<file path="src/hw/rtl/assert_macros.svh">
// Assertion macros shared by the slot cache RTL.
// No dependencies.
`ifndef ASSERT_MACROS_SVH
`define ASSERT_MACROS_SVH
// Implication checked on every rising clock edge outside reset.
`define ASSERT_IMP(label, clk, rst_n, ante, cons) \
    label: assert property (@(posedge clk) disable iff (!rst_n) (ante) |-> (cons)) \
        else $error("assertion failed");
// Next-cycle implication outside reset.
`define ASSERT_NXT(label, clk, rst_n, ante, cons) \
    label: assert property (@(posedge clk) disable iff (!rst_n) (ante) |=> (cons)) \
        else $error("assertion failed");
`endif

</file>
<file path="src/hw/rtl/slc_pkg.sv">
// Package for the segmented LRU slot cache: types, codes, defaults.
// No dependencies.
`timescale 1ns / 1ps
`default_nettype none
package slc_pkg;
    localparam int SlotsDef = 16;
    localparam int NumExpertsDef = 256;
    localparam int InflightBitsDef = 16;

    typedef enum logic [2:0] {
        CMD_REQUEST = 3'd0, CMD_MARK_READY = 3'd1, CMD_ACQUIRE = 3'd2,
        CMD_RELEASE = 3'd3, CMD_DECAY = 3'd4, CMD_CLEAR = 3'd5,
        CMD_BAD6 = 3'd6, CMD_BAD7 = 3'd7
    } cmd_t;

    localparam logic [2:0] R_HIT = 3'd0;
    localparam logic [2:0] R_LOADING = 3'd1;
    localparam logic [2:0] R_RESERVED = 3'd2;
    localparam logic [2:0] R_NOADMIT = 3'd3;
    localparam logic [2:0] R_BLOCKED = 3'd4;
    localparam logic [2:0] R_ACCEPT = 3'd5;
    localparam logic [2:0] R_REJECT = 3'd6;

    localparam logic [1:0] ST_EMPTY = 2'd0;
    localparam logic [1:0] ST_LOADING = 2'd1;
    localparam logic [1:0] ST_READY = 2'd2;

    localparam logic [1:0] REG_SLOTS = 2'd0;
    localparam logic [1:0] REG_PROT = 2'd1;
    localparam logic [1:0] REG_STM = 2'd2;
    localparam logic [1:0] REG_ADP = 2'd3;

    typedef struct packed {
        logic [2:0]  command;
        logic [7:0]  expert_id;
        logic        may_reserve;
        logic        is_prefill;
        logic [3:0]  handle_slot;
        logic [31:0] handle_generation;
    } in_item_t;

    typedef struct packed {
        logic [2:0]  status;
        logic [3:0]  result_slot;
        logic [31:0] result_generation;
        logic        evicted_valid;
        logic [7:0]  evicted_expert;
    } out_item_t;

    typedef enum logic [3:0] {
        S_IDLE, S_HCHECK, S_SCAN1, S_DECIDE, S_SCAN2, S_APPLY,
        S_CLEAR, S_DECAY, S_OUT
    } state_t;

    // controller -> datapath
    typedef struct packed {
        logic load;
        logic scan_start;
        logic scan_step;
        logic decide;
        logic apply;
        logic handle_apply;
        logic clear_step;
        logic decay_step;
    } ctl_cmd_t;

    // datapath -> controller
    typedef struct packed {
        logic       scan_last;
        logic       need_scan2;
        logic       clear_last;
        logic       decay_last;
        logic [2:0] command;
    } ctl_sts_t;
endpackage
`default_nettype wire

</file>
<file path="src/hw/rtl/slc_ctrl.sv">
// Sequencer for the slot cache: steps scans, clears and decay sweeps.
// Depends on slc_pkg and assert_macros.svh.
`timescale 1ns / 1ps
`default_nettype none
`include "assert_macros.svh"
module slc_ctrl
    import slc_pkg::*;
(
    input  wire logic     clk,
    input  wire logic     rst_n,
    input  wire logic     in_valid,
    output logic          in_ready,
    output logic          out_valid,
    input  wire logic     out_ready,
    output ctl_cmd_t      cmd,
    input  wire ctl_sts_t sts
);
    state_t state_reg, state_next;

    always_ff @(posedge clk or negedge rst_n)
    begin
        if (!rst_n)
            state_reg <= S_IDLE;
        else
            state_reg <= state_next;
    end

    always_comb
    begin
        state_next = state_reg;
        cmd = '0;
        in_ready = 1'b0;
        out_valid = 1'b0;
        unique case (state_reg)
            S_IDLE:
            begin
                in_ready = 1'b1;
                if (in_valid)
                begin
                    cmd.load = 1'b1;
                    state_next = S_HCHECK;
                end
            end
            S_HCHECK:
            begin
                unique case (cmd_t'(sts.command))
                    CMD_REQUEST:
                    begin
                        cmd.scan_start = 1'b1;
                        state_next = S_SCAN1;
                    end
                    CMD_MARK_READY, CMD_ACQUIRE, CMD_RELEASE:
                    begin
                        cmd.handle_apply = 1'b1;
                        state_next = S_OUT;
                    end
                    CMD_DECAY: state_next = S_DECAY;
                    CMD_CLEAR: state_next = S_CLEAR;
                    default: state_next = S_OUT;
                endcase
            end
            S_SCAN1:
            begin
                cmd.scan_step = 1'b1;
                if (sts.scan_last)
                    state_next = S_DECIDE;
            end
            S_DECIDE:
            begin
                cmd.decide = 1'b1;
                if (sts.need_scan2)
                begin
                    cmd.scan_start = 1'b1;
                    state_next = S_SCAN2;
                end
                else
                    state_next = S_APPLY;
            end
            S_SCAN2:
            begin
                cmd.scan_step = 1'b1;
                if (sts.scan_last)
                    state_next = S_APPLY;
            end
            S_APPLY:
            begin
                cmd.apply = 1'b1;
                state_next = S_OUT;
            end
            S_CLEAR:
            begin
                cmd.clear_step = 1'b1;
                if (sts.clear_last)
                    state_next = S_OUT;
            end
            S_DECAY:
            begin
                cmd.decay_step = 1'b1;
                if (sts.decay_last)
                    state_next = S_OUT;
            end
            S_OUT:
            begin
                out_valid = 1'b1;
                if (out_ready)
                    state_next = S_IDLE;
            end
            default: state_next = S_IDLE;
        endcase
    end

    `ASSERT_IMP(a_no_overlap, clk, rst_n, in_ready, !out_valid)
    `ASSERT_NXT(a_load_leaves_idle, clk, rst_n, in_valid && in_ready, !in_ready)
    `ASSERT_NXT(a_out_holds, clk, rst_n, out_valid && !out_ready, out_valid)
endmodule
`default_nettype wire

</file>
<file path="config.mk">
export PLATFORM = sky130hd
export DESIGN_NAME = slc_ctrl
export DESIGN_NICKNAME = d
export VERILOG_FILES = /design/src/hw/rtl/slc_pkg.sv /design/src/hw/rtl/slc_ctrl.sv
export VERILOG_INCLUDE_DIRS = /design/src /design/src/hw/rtl
export SDC_FILE = /design/constraint.sdc
export NUM_CORES = 1
export LEC_CHECK = 0
export ABC_AREA = 1
export BUFFER_PORTS_ARGS = -buffer_cell sky130_fd_sc_hd__clkbuf_2
export CORE_MARGIN = 5
export CORE_UTILIZATION = 30
export CTS_CLUSTER_SIZE = 14
export DETAILED_ROUTE_END_ITERATION = 8
export SYNTH_ARGS = -nofsm -noshare
export SYNTH_HDL_FRONTEND = slang
export SYNTH_SLANG_ARGS = --single-unit
export TNS_END_PERCENT = 1
</file>
<file path="constraint.sdc">
create_clock -name clk -period 1.6 [get_ports clk]
set_input_delay 0.32 -clock clk [delete_from_list [all_inputs] [get_ports clk]]
set_output_delay 0.32 -clock clk [all_outputs]
set_load 0.01 [all_outputs]
</file>
# After elaboration in Yosys (flattened, before gate mapping)
# Index checks and enable logic that the tools add are counted.
dict set report word_totals {
  regBits 4
  latchBits 0
  mem_bits_rw 0
  rom_bits 0
  inputBits 11
  n_memories 0
}
dict set report classes {
  n_addsub 0
  n_mul 0
  n_div 0
  order_cmp 0
  n_eq_ne 19
  n_shift 0
  muxes 23
  bitwise_logic 0
  n_reduce_logical 5
}
# operator n
set ops {}
lappend ops {{one-hot mux 4 bit (9 select lines)} 1}
lappend ops {{2-to-1 mux 4 bit} 6}
lappend ops {{equality test 4 x 3 -> 1 bit, second input constant} 4}
lappend ops {{2-to-1 mux 1 bit} 14}
lappend ops {{!= test 2 bit, second input constant} 6}
lappend ops {{one-hot mux 4 bit (3 select lines)} 1}
lappend ops {{equality test 4 x 2 -> 1 bit, second input constant} 2}
lappend ops {{equality test 3 x 2 -> 1 bit, second input constant} 2}
lappend ops {{equality test 3 bit, second input constant} 2}
lappend ops {{AND reduction 6 bit} 1}
lappend ops {{equality test 4 x 1 -> 1 bit, second input constant} 1}
lappend ops {{equality test 4 bit, second input constant} 1}
lappend ops {{zero test 4 bit} 1}
lappend ops {{equality test 3 x 1 -> 1 bit, second input constant} 1}
lappend ops {{zero test 3 bit} 1}
lappend ops {{OR reduction 3 bit} 1}
lappend ops {{one-hot mux 1 bit (2 select lines)} 1}
lappend ops {{OR reduction 2 bit} 1}

# Logic depth before layout (Yosys ltp)
dict set report logic_depth {
  ltp_word 4
  depth_mapped 8
  ltp_nobuf 8
}

# Worst setup path before layout
# OpenSTA, ideal clock, no wires.
dict set report synth_timing {
  path_type {reg2out}
  from {register state_reg[2]}
  to {output cmd[6] (netlist name)}
  arrival_time_ps 1001
  setup_slack_ps 279
  stages_incl_launch_ff 5
  path_buffers 0
  cell_sequence {dfrtp_1 -> nor2_4 -> nand2_1 -> inv_1 -> a22o_1}
}
# item line
set synth_lines {}
lappend synth_lines {{from (decl)} slc_ctrl.sv:18} ;# state_t state_reg, state_next;
lappend synth_lines {{from (signal assigned)} slc_ctrl.sv:25} ;# state_reg <= state_next;
lappend synth_lines {{to (decl)} slc_ctrl.sv:15} ;# output ctl_cmd_t cmd,

==> qor.csv <==
metric,value,unit
Detail Placement HPWL,950,um
Sw Pwr,0.000474,W
synthesized net count,83,
# placed instances,108,
final hold vios,0,
Final nets,112,
Slew headroom,84.2,%
die width,48.4,um
WP data arrival,1.31,ns
worst setup margin,-0.0280,ns
antenna cells,0,
Vias/cell,4.46,
# rows,13,
Simple-Gate Fraction of Synth Area,60.2,%
TritonCTS clock tree,done,
slowest stage cell on the critical path,dfrtp_2,
core box area,1350,um2
Final GP Congestion,0.829,
final worst path period need,1.63,ns
Peak Freq,0.614,GHz
GRT Overall Usage,10.1,%
status,"finished, violations left",
Syn Inst Count,72,
"FF+latch count, synth",4,
die height,48.4,um
register area,105,um2
failing checks,negative setup slack,
GR Overflow Total,0,
number of global-route vias before repair,477,
PD cells,1490,nW/um2
fraction of layout cells with a size suffix above 1,50.5,%
Vias,509,
crit path cell chain,nand2_1 > inv_1 > nand2_2 > inv_1 > a22o_1 > buf_2,
Most used DFF post-synth,dfrtp_1,
Worst Max-Slew Pin Slew,0.237,ns
# setup viols final,1,
Worst Setup Start Kind,flip-flop,
Remaining DRCs,0,
Hold WS,0.376,ns
Layout Cells excl Fill,114,
DP Area,569,um2
M1 WL,506,um
Net Sw Frac,49.6,%
htree depth,1,
DRT antenna net count,0,
initial antenna violation count,0,
max-slew violation count,0,
Tcrit/Tclk final,102,%
Worst-Skew Late Latency,0.24,ns
port buffer count,20,
syn_area_per_cell,6.15,um2
main combinational cell family by area after synthesis,simple AND/OR/NAND/NOR gates,
worst path required time,1.28,ns
critical setup path kind,reg2out,
unrepaired setup endpoints after global routing,true,
drt pass-1 iters,3,
Sinks on Clock Net,4,
CP most frequent cell,inv_1,
"EDFF count, synth",0,
most frequent cells in the layout,"16 x clkbuf_2, 12 x nand2_1, 10 x inv_1",
Clock Power Share,12.9,%
routed length on met2,526,um
1st-iter DRT viols,3,
Synth area leaders,"dfrtp_1 23%, nand2_1 12%, nor2_1 9.3%, nand3_1 9.0%, inv_1 8.5%",
Max-Cap Viols,0,
Final Skew,0.00750,ns
WL/cell,9.72,um
Layout area overhead,44.9,%
crit-path max FO,6,
first-pass GRT wire length,1950,um
post-synthesis mux area share,0,%
DP Worst Slack,0.138,ns
TritonCTS Buffers,3,
Synth cell types,17,
Post-Synth XOR/XNOR Area,0,%
area of the multi-input gates,310,um2
"Seq/Total Area, Yosys",22.6,%
setup TNS,-0.0280,ns
Synth Area in Compound Gates,5.37,%
Crit. End Element,primary output,
fin area,642,um2
drt total wl,1110,um
combinational fraction of design power,65.2,%
Synth top area share,22.6,%
root buf cell,clkbuf_4,
Lkg Pwr,0.385,nW
max reg flops,4,
Hold Path Class,in2reg,
synthesized-area fraction occupied by adder cells,0,%
die area,2340,um2
mapped cell area,443,um2
"most common cell after layout, fill and taps aside",clkbuf_2,
CP max stage delay,0.45,ns
initial core utilization,32.8,%
part of the power in registers,21.8,%
internal power,0.000483,W
top sig layer,met3,
met3 routed wirelength,75,um
Worst-path clk slew,0.04,ns
Synth area leader,dfrtp_1,
synth warn,0,
ys async rst share,100,%
maximum number of pins on one net before global-route repair,7,
Top Ports,21,
Max rail drop VDD,0.739,mV
clock buffer depth,2,
# fillers,147,
## per-layer routing
| metal | global-route usage, % | vias to the layer above |
|---|---|---|
| met3 | 4.28 | 0 |
| met1 | 13.6 | 212 |
| li1 | - | 283 |
| met4 | 2.76 | 0 |
| met5 | 0 | - |
| met2 | 14.6 | 14 |
## per-stage QoR
stage          util, %  power [W]
2_1_floorplan        -   0.000592
3_3_place_gp      42.2   0.000760
3_5_place_dp      42.2   0.000759
4_1_cts           45.6   0.000919
5_1_grt           47.5    0.00107
6_report          47.5   0.000957
## worst max-delay path, delay by kind of cell (launching register included)
kind	cells	cell delay, ns
simple gates	2	0.18
buf+inv	3	0.26
compound gates	1	0.19
flops	1	0.45
## Yosys cell counts (2+ instances only)
cell,number
nor2_4,3
nand2_1,14
nor3_1,4
dfrtp_1,4
inv_2,4
o21ai_0,2
nor2_1,11
nand2_4,2
nor2_2,2
nand2_2,3
nand3_1,8
inv_1,10
## power by group through the flow
stage | Sequential, W | Combinational (W) | Clock, W
after floorplan | 0.000188 | 0.000404 | 0
after global placement | 0.000195 | 0.000564 | 0
after detailed placement | 0.000196 | 0.000564 | 0
after CTS | 0.000200 | 0.000590 | 0.000130
after global routing | 0.000215 | 0.000713 | 0.000142
final | 0.000209 | 0.000625 | 0.000124
## cell type report
class / instances / share of cell area, %
inverters: 14 / 8.19
well taps: 15 / 2.92
multi-input cells: 54 / 48.3
clock buffers: 3 / 3.51
flip-flops and latches: 4 / 16.4
repair buffers: 24 / 20.7
## worst paths after layout
| path | from | cells past startpoint | slack (ns) | to |
|---|---|---|---|---|
| worst max-delay path | state_reg[1] | 6 | -0.03 | cmd[6] |
| worst min-delay path | out_ready | 4 | 0.38 | state_reg[3] |
| worst max register to register | state_reg[2] | 7 | 0.32 | state_reg[2] |
| worst min register to register | state_reg[2] | 2 | 0.57 | state_reg[2] |
| max in group asynchronous | rst_n | 2 | 1.03 | state_reg[3] |
| min in group asynchronous | rst_n | 2 | 0.42 | state_reg[1] |
## kinds of logic after synthesis
family | count (synthesis)
AOI/OAI and AO/OA | 4
DFF | 4
and+or+nand+nor | 50
buffers and inverters | 14
## repair_timing
action | 4_1_cts | 5_1_grt
pin swaps | 1 | 1
resized for setup | 4 | 10
hold endpoints to repair | 4 | 0
buffers inserted | 1 | 1
setup endpoints to repair | 6 | 9
hold buffers | 1 | 0
cloned | 0 | 0
Note: power is estimated with default switching activity, not from simulation.
