--- config.mk ---
export PLATFORM = sky130hd
export DESIGN_NAME = slc_regs
export DESIGN_NICKNAME = d
export VERILOG_FILES = /design/src/hw/rtl/assert_macros.svh /design/src/hw/rtl/slc_pkg.sv /design/src/hw/rtl/slc_regs.sv
export SDC_FILE = /design/constraint.sdc
export NUM_CORES = 1
export LEC_CHECK = 0
export ABC_CLOCK_PERIOD_IN_PS = 850
export BUFFER_PORTS_ARGS = -buffer_cell sky130_fd_sc_hd__buf_4
export CORE_AREA = 2 2 55 57
export DETAILED_ROUTE_END_ITERATION = 8
export DIE_AREA = 0 0 57 59
export HOLD_SLACK_MARGIN = 0.15
export PLACE_DENSITY = 0.8
export SYNTH_ARGS = -nofsm -noshare
export SYNTH_HDL_FRONTEND = slang
export SYNTH_SLANG_ARGS = --single-unit
--- constraint.sdc ---
create_clock -name clk -period 0.85 [get_ports clk]
set_clock_uncertainty 0.1 [all_clocks]
set_input_delay 0.0425 -clock clk [delete_from_list [all_inputs] [get_ports clk]]
set_output_delay 0.0425 -clock clk [all_outputs]
set_load 0.005 [all_outputs]
--- src/hw/rtl/assert_macros.svh ---
// Assertion macros shared by the slot cache RTL.
// No dependencies.
`ifndef ASSERT_MACROS_SVH
`define ASSERT_MACROS_SVH
// Implication checked on every rising clock edge outside reset.
`define ASSERT_IMP(label, clk, rst_n, ante, cons) \
    label: assert property (@(posedge clk) disable iff (!rst_n) (ante) |-> (cons)) \
        else $error("assertion failed");
// Next-cycle implication outside reset.
`define ASSERT_NXT(label, clk, rst_n, ante, cons) \
    label: assert property (@(posedge clk) disable iff (!rst_n) (ante) |=> (cons)) \
        else $error("assertion failed");
`endif

--- src/hw/rtl/slc_pkg.sv ---
// Package for the segmented LRU slot cache: types, codes, defaults.
// No dependencies.
`timescale 1ns / 1ps
`default_nettype none
package slc_pkg;
    localparam int SlotsDef = 16;
    localparam int NumExpertsDef = 256;
    localparam int InflightBitsDef = 16;

    typedef enum logic [2:0] {
        CMD_REQUEST = 3'd0, CMD_MARK_READY = 3'd1, CMD_ACQUIRE = 3'd2,
        CMD_RELEASE = 3'd3, CMD_DECAY = 3'd4, CMD_CLEAR = 3'd5,
        CMD_BAD6 = 3'd6, CMD_BAD7 = 3'd7
    } cmd_t;

    localparam logic [2:0] R_HIT = 3'd0;
    localparam logic [2:0] R_LOADING = 3'd1;
    localparam logic [2:0] R_RESERVED = 3'd2;
    localparam logic [2:0] R_NOADMIT = 3'd3;
    localparam logic [2:0] R_BLOCKED = 3'd4;
    localparam logic [2:0] R_ACCEPT = 3'd5;
    localparam logic [2:0] R_REJECT = 3'd6;

    localparam logic [1:0] ST_EMPTY = 2'd0;
    localparam logic [1:0] ST_LOADING = 2'd1;
    localparam logic [1:0] ST_READY = 2'd2;

    localparam logic [1:0] REG_SLOTS = 2'd0;
    localparam logic [1:0] REG_PROT = 2'd1;
    localparam logic [1:0] REG_STM = 2'd2;
    localparam logic [1:0] REG_ADP = 2'd3;

    typedef struct packed {
        logic [2:0]  command;
        logic [7:0]  expert_id;
        logic        may_reserve;
        logic        is_prefill;
        logic [3:0]  handle_slot;
        logic [31:0] handle_generation;
    } in_item_t;

    typedef struct packed {
        logic [2:0]  status;
        logic [3:0]  result_slot;
        logic [31:0] result_generation;
        logic        evicted_valid;
        logic [7:0]  evicted_expert;
    } out_item_t;

    typedef enum logic [3:0] {
        S_IDLE, S_HCHECK, S_SCAN1, S_DECIDE, S_SCAN2, S_APPLY,
        S_CLEAR, S_DECAY, S_OUT
    } state_t;

    // controller -> datapath
    typedef struct packed {
        logic load;
        logic scan_start;
        logic scan_step;
        logic decide;
        logic apply;
        logic handle_apply;
        logic clear_step;
        logic decay_step;
    } ctl_cmd_t;

    // datapath -> controller
    typedef struct packed {
        logic       scan_last;
        logic       need_scan2;
        logic       clear_last;
        logic       decay_last;
        logic [2:0] command;
    } ctl_sts_t;
endpackage
`default_nettype wire

--- src/hw/rtl/slc_regs.sv ---
// APB configuration registers of the slot cache.
// Depends on slc_pkg.
`timescale 1ns / 1ps
`default_nettype none
module slc_regs
    import slc_pkg::*;
(
    input  wire logic        clk,
    input  wire logic        rst_n,
    input  wire logic        psel,
    input  wire logic        penable,
    input  wire logic        pwrite,
    input  wire logic [3:0]  paddr,
    input  wire logic [31:0] pwdata,
    output logic [31:0]      prdata,
    output logic             pready,
    output logic [4:0]       slots_in_use,
    output logic [3:0]       protected_limit,
    output logic             second_touch_mode,
    output logic             admit_during_prefill
);
    logic [4:0] siu_reg;
    logic [3:0] pl_reg;
    logic       stm_reg, adp_reg;
    logic [1:0] ridx;

    assign ridx = paddr[3:2];
    assign pready = 1'b1;

    always_ff @(posedge clk or negedge rst_n)
    begin
        if (!rst_n)
        begin
            siu_reg <= 5'd16;
            pl_reg <= 4'd12;
            stm_reg <= 1'b0;
            adp_reg <= 1'b1;
        end
        else if (psel && penable && pwrite && paddr[1:0] == 2'b00)
        begin
            unique case (ridx)
                REG_SLOTS: siu_reg <= pwdata[4:0];
                REG_PROT:  pl_reg <= pwdata[3:0];
                REG_STM:   stm_reg <= pwdata[0];
                REG_ADP:   adp_reg <= pwdata[0];
                default: ;
            endcase
        end
    end

    always_comb
    begin
        unique case (ridx)
            REG_SLOTS: prdata = {27'd0, siu_reg};
            REG_PROT:  prdata = {28'd0, pl_reg};
            REG_STM:   prdata = {31'd0, stm_reg};
            REG_ADP:   prdata = {31'd0, adp_reg};
            default:   prdata = '0;
        endcase
    end

    assign slots_in_use = siu_reg;
    assign protected_limit = pl_reg;
    assign second_touch_mode = stm_reg;
    assign admit_during_prefill = adp_reg;
endmodule
`default_nettype wire

# [Word level (Yosys, flattened, before mapping)]
# Cells that the tools add are included.
[word_totals] regBits=11 input_bits=41 elab_cells=17
[classes] eq_ne=3 mux=1 reduce_logical=9
[ops] op="$pmux 32 s4" count=1
[ops] op="$reduce_and 2->1" count=4
[ops] op="$eq 2x2->1 const B" count=2
[ops] op="$logic_not 2->1" count=2
[ops] op="$logic_and 1x1->1" count=3
[ops] op="$eq 2x1->1 const B" count=1

# [Depth between registers and ports, before layout]
# Gate-level depths: netlist (run 1).
[logic_depth] ltp_word=4 depth_mapped=4 ltp_nobuf=3

# [Worst setup path after synthesis (run 1)]
# OpenSTA, ideal clock, no wires.
[synth_timing] path_kind="flip-flop to output port" start="reg stm_reg, in the netlist second_touch_mode" end="out prdata[0]" arrival_ns=0.839 required_ns=0.707 path_slack_ns=-0.131 stages_incl_launch_ff=2 path_buffers=0 cell_sequence="dfrtp_1 mux4_2"
[synth_between] elab_chain_len=1
[synth_lines] element="start: declaration" line="slc_regs.sv:24" source="logic stm_reg, adp_reg;"
[synth_lines] element="start signal: assignment" line="slc_regs.sv:44" source="REG_STM: stm_reg <= pwdata[0];"
[synth_lines] element="$pmux 32 s4" line="slc_regs.sv:53" source="unique case (ridx)"
[synth_lines] element="end: declaration" line="slc_regs.sv:15" source="output logic [31:0] prdata,"
# No other way between the ends. The select of a mux whose other input is x is not followed.

# [Worst setup path after layout (run 1)]
[layout_timing] start="reg siu_reg[0], in the netlist slots_in_use[0]" end="out prdata[0]"
[layout_between] elab_chain_len=1
[layout_lines] element="start: declaration" line="slc_regs.sv:22" source="logic [4:0] siu_reg;"
[layout_lines] element="start signal: assignment" line="slc_regs.sv:42" source="REG_SLOTS: siu_reg <= pwdata[4:0];"
[layout_lines] element="$pmux 32 s4" line="slc_regs.sv:53"
# No other way between the ends. The select of a mux whose other input is x is not followed.

==> results of run 1 <==
-- synthesized netlist by cell type (2+ instances only) --
library cell,n,area [um^2]
buf_4,28,210
conb_1,2,7.51
mux2_4,9,135
dfstp_2,4,105
mux2i_1,3,30.0
dfrtp_1,7,175
buf_6,2,22.5
nor2_4,2,22.5
mux2_2,2,22.5
nor2_1,3,11.3
-- repair_timing --
item                                   in CTS  in global routing
endpoints found under the hold margin      22                 18
resized for setup                          21                 13
setup endpoints to repair                  24                 27
setup buffers                               8                  6
pin swaps                                   0                  2
-- power groups by stage --
stage / registers, W / clock network [W] / logic, W
finish: 0.000670 / 0.000346 / 0.000765
global route: 0.000679 / 0.000384 / 0.000817
CTS: 0.000668 / 0.000369 / 0.000689
detailed placement: 0.000673 / 0 / 0.000520
global placement: 0.000666 / 0 / 0.000508
floorplan: 0.000673 / 0 / 0.000298
-- cells in the final DEF (no fill, tap or decap) --
cell type | synthesis | layout
mux4_2 | 1 | 1
buf_4 | 28 | 22
mux2_2 | 2 | 1
dfstp_2 | 4 | 4
nor2_4 | 2 | 2
nand4b_4 | 1 | 1
dfrtp_1 | 7 | 7
nand4b_1 | 1 | 1
clkbuf_4 | 0 | 3
buf_6 | 2 | 29
mux2i_1 | 3 | 3
nor2_1 | 3 | 3
dlygate4sd3_1 | 0 | 1
clkbuf_1 | 0 | 1
nand4_1 | 1 | 1
and2_4 | 0 | 1
nand3_4 | 1 | 1
and3_4 | 1 | 1
conb_1 | 2 | 28
mux2_4 | 9 | 10
-- sequential cells by signal, summed over array words and instances, names as in the netlist --
register              flops
second_touch_mode         1
protected_limit           4
slots_in_use              5
admit_during_prefill      1
-- routing by layer --
layer	share of wire, %	vias to the layer above
met2	50	44
met5	0	-
met1	39	284
li1	-	278
met4	0.73	0
met3	11	2
-- through the flow --
stage	TNS (ns)	power (W)	hold slack, ns
2_1_floorplan	-0.628	0.000972	-0.353
3_3_place_gp	-2.41	0.00117	-0.222
3_5_place_dp	-2.67	0.00119	-0.219
4_1_cts	-5.81	0.00173	-0.0987
5_1_grt	-6.85	0.00188	-0.0917
6_report	-6.05	0.00178	-0.0834
-- area by class of cell --
type                    count  area share [%]
repair buffers             52            39.3
multi-input cells          54            33.6
flip-flops and latches     11            22.0
well taps                  31            3.04
clock buffers               4            2.06
-- cell families after synthesis --
family / after synthesis / synth area share, %
buf+inv: 30 / 27.8
flops: 11 / 33.4
mux: 15 / 25.1
other cells: 2 / 0.896
simple gates: 11 / 12.8
-- final timing paths --
path / to / startpoint / slack, ns
worst max-delay path: prdata[0] / slots_in_use[0]$_DFFE_PN0P_ / -0.55
worst min register to register: slots_in_use[1]$_DFFE_PN0P_ / slots_in_use[1]$_DFFE_PN0P_ / 0.48
min in group asynchronous: slots_in_use[3]$_DFFE_PN0P_ / rst_n / 0.07
max in group asynchronous: admit_during_prefill$_DFFE_PN1P_ / rst_n / 0.35
worst min-delay path: slots_in_use[4]$_DFFE_PN1P_ / pwdata[4] / -0.08
worst max register to register: slots_in_use[0]$_DFFE_PN0P_ / slots_in_use[0]$_DFFE_PN0P_ / -0.34
-- critical path, cell delays in order (launching register included) --
cell and delay [ns]:
dfrtp_1 0.38, mux4_2 0.48, buf_6 0.13
==> metrics.md, run 1 <==
| Metric | Value |
|---|---|
| Yosys cell types | 17 |
| Antenna violations before repair | 0 |
| PD cells | 1400 mW/mm^2 |
| Final count of negative-setup-slack endpoints | 26 |
| Register area | 280 um^2 |
| Input/output buffers | 29 |
| Final Critical Period | 1.40 ns |
| Total global routing track utilization | 11.2% |
| CORE AREA | 0.00271 mm^2 |
| Post-synthesis sequential area ratio | 33.4% |
| Post-synth EDFFs | 0 |
| CP Class | flop to output port |
| Row cnt | 19 |
| Final Max Slew Viols | 0 |
| Reg clk slew, reported paths | 0.07 ns |
| CTS tree | built |
| Worst-Skew Late Latency | 0.26 ns |
| Vias per cell | 4.00 |
| Routed length per placed instance | 11.8 um |
| Worst Path Max Fanout | 2 |
| Routability cong. | 0.631 |
| I/O Pins | 85 |
| Sequential power share | 37.6% |
| Gr busiest metal | met2 |
| Routed wire length | 1790 um |
| Syn avg cell area | 12.1 um^2 |
| Placed wire-length estimate | 1330 um |
| Placed Cells | 137 |
| Combinational share of power | 42.9% |
| Worst min-delay path class | input port to flop |
| Met3 usage | 4.37% |
| Final Net Count | 163 |
| Synth async-reset ratio | 100% |
| Post-route insts no fill | 152 |
| Status | finished, violations left |
| Finished layout cell area | 0.00128 mm^2 |
| Htree depth | 1 |
| Gate Count Post-Synth | 69 |
| Max Root-Sink Buffers | 2 |
| Largest net degree at the start of global routing | 12 |
| Syn-to-layout area delta | 52.2% |
| Die Wd | 57 um |
| DRC errors left | 0 |
| FILL cells | 248 |
| Final Hold Vio Count | 11 |
| Failing checks | hold timing, setup timing |
| Inserted Diodes | 0 |
| Placed cell area | 0.00105 mm^2 |
| Worst Slack Setup Final | -0.550 ns |
| Ratio of cells with drive above 1 in the final layout | 62.8% |
| Die area | 0.00336 mm^2 |
| Worst Hold Depth | 2 |
| Initial drt markers | 5 |
| CP endpoint kind | output port |
| Flops & latches, synth | 11 |
| Switching share of power | 25.8% |
| Grt met1 use | 12.8% |
| Primary FF master, synth | dfrtp_1 |
| WP data required | 0.71 ns |
| CP Launch Type | flop |
| Period utilization | 165% |
| Initial Util | 30.9% |
| First-pass GRT wire length | 2840 um |
| Worst VDD drop | 0.722 mV |
| YS warnings | 0 |
| RSZ-0062 raised after global routing | true |
| Synthesized area | 838 um^2 |
| Max-cap viol count | 0 |
| Internal | 0.00132 W |
| Clock power share | 19.4% |
| Final Util | 47.1% |
| Worst hold slack | -0.0834 ns |
| R2r worst-path depth | 4 |
| Clk root buf | clkbuf_4 |
| Area of the multi-input gates | 429 um^2 |
| Grt ovf | 0 |
| Pre-Repair DR Iteration Count | 2 |
| Post-place setup slack | -0.269 ns |
| Clk sink count | 11 |
| Cts bufs inserted | 3 |
| P_leak | 0.693 nW |
| Max Clk Rate | 714 MHz |
| Sw Pwr | 0.000459 W |
| Die Ht | 59 um |
| CTS Hold Buffers Added | 1 |
| Total number of vias | 608 |
| Routed Antenna Nets | 0 |
| Grt met2 use | 19.2% |
| Critical path arrival | 1.26 ns |
| Vias in the first global route | 616 |
No activity file was read; power rests on OpenSTA's default activity.
==> run 2: changes to the inputs <==
==> constraint.sdc (replaced) <==
create_clock -name clk -period 0.85 [get_ports clk]
set_clock_uncertainty 0.1 [all_clocks]
set_input_delay 0.1275 -clock clk [delete_from_list [all_inputs] [get_ports clk]]
set_output_delay 0.1275 -clock clk [all_outputs]
set_load 0.005 [all_outputs]
==> run 2 against run 1 <==
Effect of this change:
- the run still ends with hold timing, setup timing left
- design area is 1.4% lower
- register-to-register slack better by 0.12 ns
- via count is 2.6% lower
- total power is 0.80% lower
- critical path depth stayed put
- sequential share of layout area is 0.31 points higher
- die area stayed put
- flip-flop and latch count stayed put
- critical path type unchanged
==> metrics.md, run 2 (synthesis results as in run 1) <==
| Metric | Value |
|---|---|
| Max Clk Rate | 669 MHz (-6.3%) |
| PD cells | 1400 mW/mm^2 (+0.58%) |
| Die Wd | 57 um (unchanged) |
| Commonest non-fill, non-tap cell in the layout | conb_1 |
| WP data required | 0.62 ns (-0.09 ns) |
| Initial drt markers | 8 (+3) |
| Initial Util | 30.9% (unchanged) |
| Htree depth | 1 (unchanged) |
| Post-route insts no fill | 149 (-2.0%) |
| Worst hold slack | -0.0143 ns (+0.0691 ns) |
| Routed wire length | 1730 um (-3.2%) |
| Largest net degree at the start of global routing | 12 (unchanged) |
| Row cnt | 19 (unchanged) |
| DRC errors left | 0 (unchanged) |
| Failing checks | hold timing, setup timing |
| Reg-to-reg startpoint | slots_in_use[0]$_DFFE_PN0P_ |
| Status | finished, violations left |
| Combinational share of power | 41.2% (-1.7 points) |
| Max-cap viol count | 0 (unchanged) |
| TNS Setup | -7.19 ns (-1.13 ns) |
| Clk root buf | clkbuf_4 |
| Internal | 0.00130 W (-1.9%) |
| Max Root-Sink Buffers | 2 (unchanged) |
| Input/output buffers | 29 (unchanged) |
| Final Net Count | 160 (-1.8%) |
| Worst Slack Setup Final | -0.644 ns (-0.0938 ns) |
| Reg clk slew, reported paths | 0.08 ns (about the same) |
| CP endpoint kind | output port |
| CP Class | flop to output port |
| Register area | 280 um^2 (unchanged) |
| Clk sink count | 11 (unchanged) |
| Pre-Repair DR Iteration Count | 2 (unchanged) |
| CP Launch Type | flop |
| Placed Cells | 138 (+0.73%) |
| Final count of negative-setup-slack endpoints | 27 (+3.8%) |
| Vias in the first global route | 551 (-11%) |
| Worst-Skew Late Latency | 0.27 ns (about the same) |
| P_leak | 0.681 nW (-1.8%) |
| Flip-flop count of the largest register after layout | 5 (unchanged) |
| Cts bufs inserted | 3 (unchanged) |
| R2r worst-path depth | 3 (-1) |
| CTS tree | built |
| Worst Setup EP | prdata[0] |
| Inserted Diodes | 0 (unchanged) |
| Worst Path Max Fanout | 2 (unchanged) |
| Total global routing track utilization | 10.3% (-0.92 points) |
| Grt ovf | 0 (unchanged) |
| Sw Pwr | 0.000470 W (+2.2%) |
| Critical path arrival | 1.27 ns (about the same) |
| Final Hold Vio Count | 5 (-6) |
| First-pass GRT wire length | 2590 um (-9.0%) |
| Clock power share | 20.9% (+1.5 points) |
| Sequential power share | 38.0% (+0.4 points) |
| Die area | 0.00336 mm^2 (unchanged) |
| Worst min-delay path class | input port to flop |
| Commonest non-fill, non-tap cells in the layout | conb_1, buf_6, buf_4 |
| Switching share of power | 26.6% (+0.79 points) |
| Worst r2r dst | slots_in_use[0]$_DFFE_PN0P_ |
| RSZ-0062 raised after global routing | true |
| Ratio of cells with drive above 1 in the final layout | 61.9% (-0.95 points) |
| Routed Antenna Nets | 0 (unchanged) |
| Placed wire-length estimate | 1320 um (-0.63%) |
| CTS Hold Buffers Added | 1 (unchanged) |
| Worst R2R Setup Slack | -0.22 ns (+0.12 ns) |
| Routability cong. | 0.761 (+21%) |
| Final Critical Period | 1.49 ns (+0.0938 ns) |
| Final Max Slew Viols | 0 (unchanged) |
| Period utilization | 176% (+11 points) |
| Antenna violations before repair | 0 (unchanged) |
| FILL cells | 266 (+7.3%) |
| CORE AREA | 0.00271 mm^2 (unchanged) |
| I/O Pins | 85 (unchanged) |
| Worst VDD drop | 0.772 mV (+6.9%) |
| Syn-to-layout area delta | 50.1% |
| Crit path from | second_touch_mode$_DFFE_PN0P_ |
| Vias per cell | 3.97 (-0.67%) |
| Area of the multi-input gates | 429 um^2 (unchanged) |
| Routed length per placed instance | 11.6 um (-1.3%) |
| Total number of vias | 592 (-2.6%) |
| Die Ht | 59 um (unchanged) |
[run 2: cell types whose count changed in the layout (fill, tap and decap cells not counted)]
cell and change:
buf_12 +1, buf_4 -2, buf_6 -2
[run 2: per-layer routing]
layer | wire [um] | global-route usage, % | vias up
met3 | 167 | 2.84 | 0
met4 | 0 | 3.99 | 0
met5 | 0 | 0 | -
li1 | - | - | 275
met2 | 921 | 17.9 | 41
met1 | 643 | 12.1 | 276
[run 2: final cells by class]
| type | instances | share of cell area [%] |
|---|---|---|
| well taps | 31 | 3.08 |
| clock buffers | 4 | 2.09 |
| multi-input cells | 54 | 34.1 |
| repair buffers | 49 | 38.5 |
| flip-flops and latches | 11 | 22.3 |
[run 2: worst max-delay path, cell delays in order, from the launching register on]
cell	delay, ns
dfrtp_1	0.39
mux4_2	0.48
buf_6	0.13
[run 2: per-stage QoR]
step           total power (W)  setup WS [ns]  hold WS [ns]  utilization (%)  instance area [um^2]
6_report               0.00177         -0.644       -0.0143             46.4                  1260
5_1_grt                0.00187         -0.689       -0.0191             46.4                  1260
3_5_place_dp           0.00121         -0.354        -0.128             39.5                  1070
2_1_floorplan         0.000972         -0.216        -0.268                -                   940
4_1_cts                0.00169         -0.652       -0.0195             43.6                  1180
3_3_place_gp           0.00119         -0.318        -0.135             39.5                  1070
[run 2: power by group through the flow]
stage                     combinational, W  clock (W)  sequential (W)
after floorplan                   0.000298          0        0.000673
after global placement            0.000531          0        0.000661
after detailed placement          0.000542          0        0.000667
after CTS                         0.000640   0.000382        0.000664
after global routing              0.000789   0.000407        0.000676
final                             0.000727   0.000369        0.000671
[run 2: repair_timing]
item                                    4_1_cts  5_1_grt
endpoints found under the hold margin        22       18
cloned                                        0        0
resized for setup                            16       14
pin swaps                                     0        1
buffers inserted                              3        7
endpoints found under the setup margin       26       27
[run 2: worst min-delay path by stage]
stage | start | end | slack (ns) | cells past startpoint
global placement | rst_n | slots_in_use[0]$_DFFE_PN0P_ | -0.14 | 1
CTS | pwdata[4] | slots_in_use[4]$_DFFE_PN1P_ | -0.02 | 2
global route | pwdata[4] | slots_in_use[4]$_DFFE_PN1P_ | -0.02 | 2
detailed placement | rst_n | protected_limit[0]$_DFFE_PN0P_ | -0.13 | 1
finish | pwdata[4] | slots_in_use[4]$_DFFE_PN1P_ | -0.01 | 2
floorplan | rst_n | protected_limit[0]$_DFFE_PN0P_ | -0.27 | 0
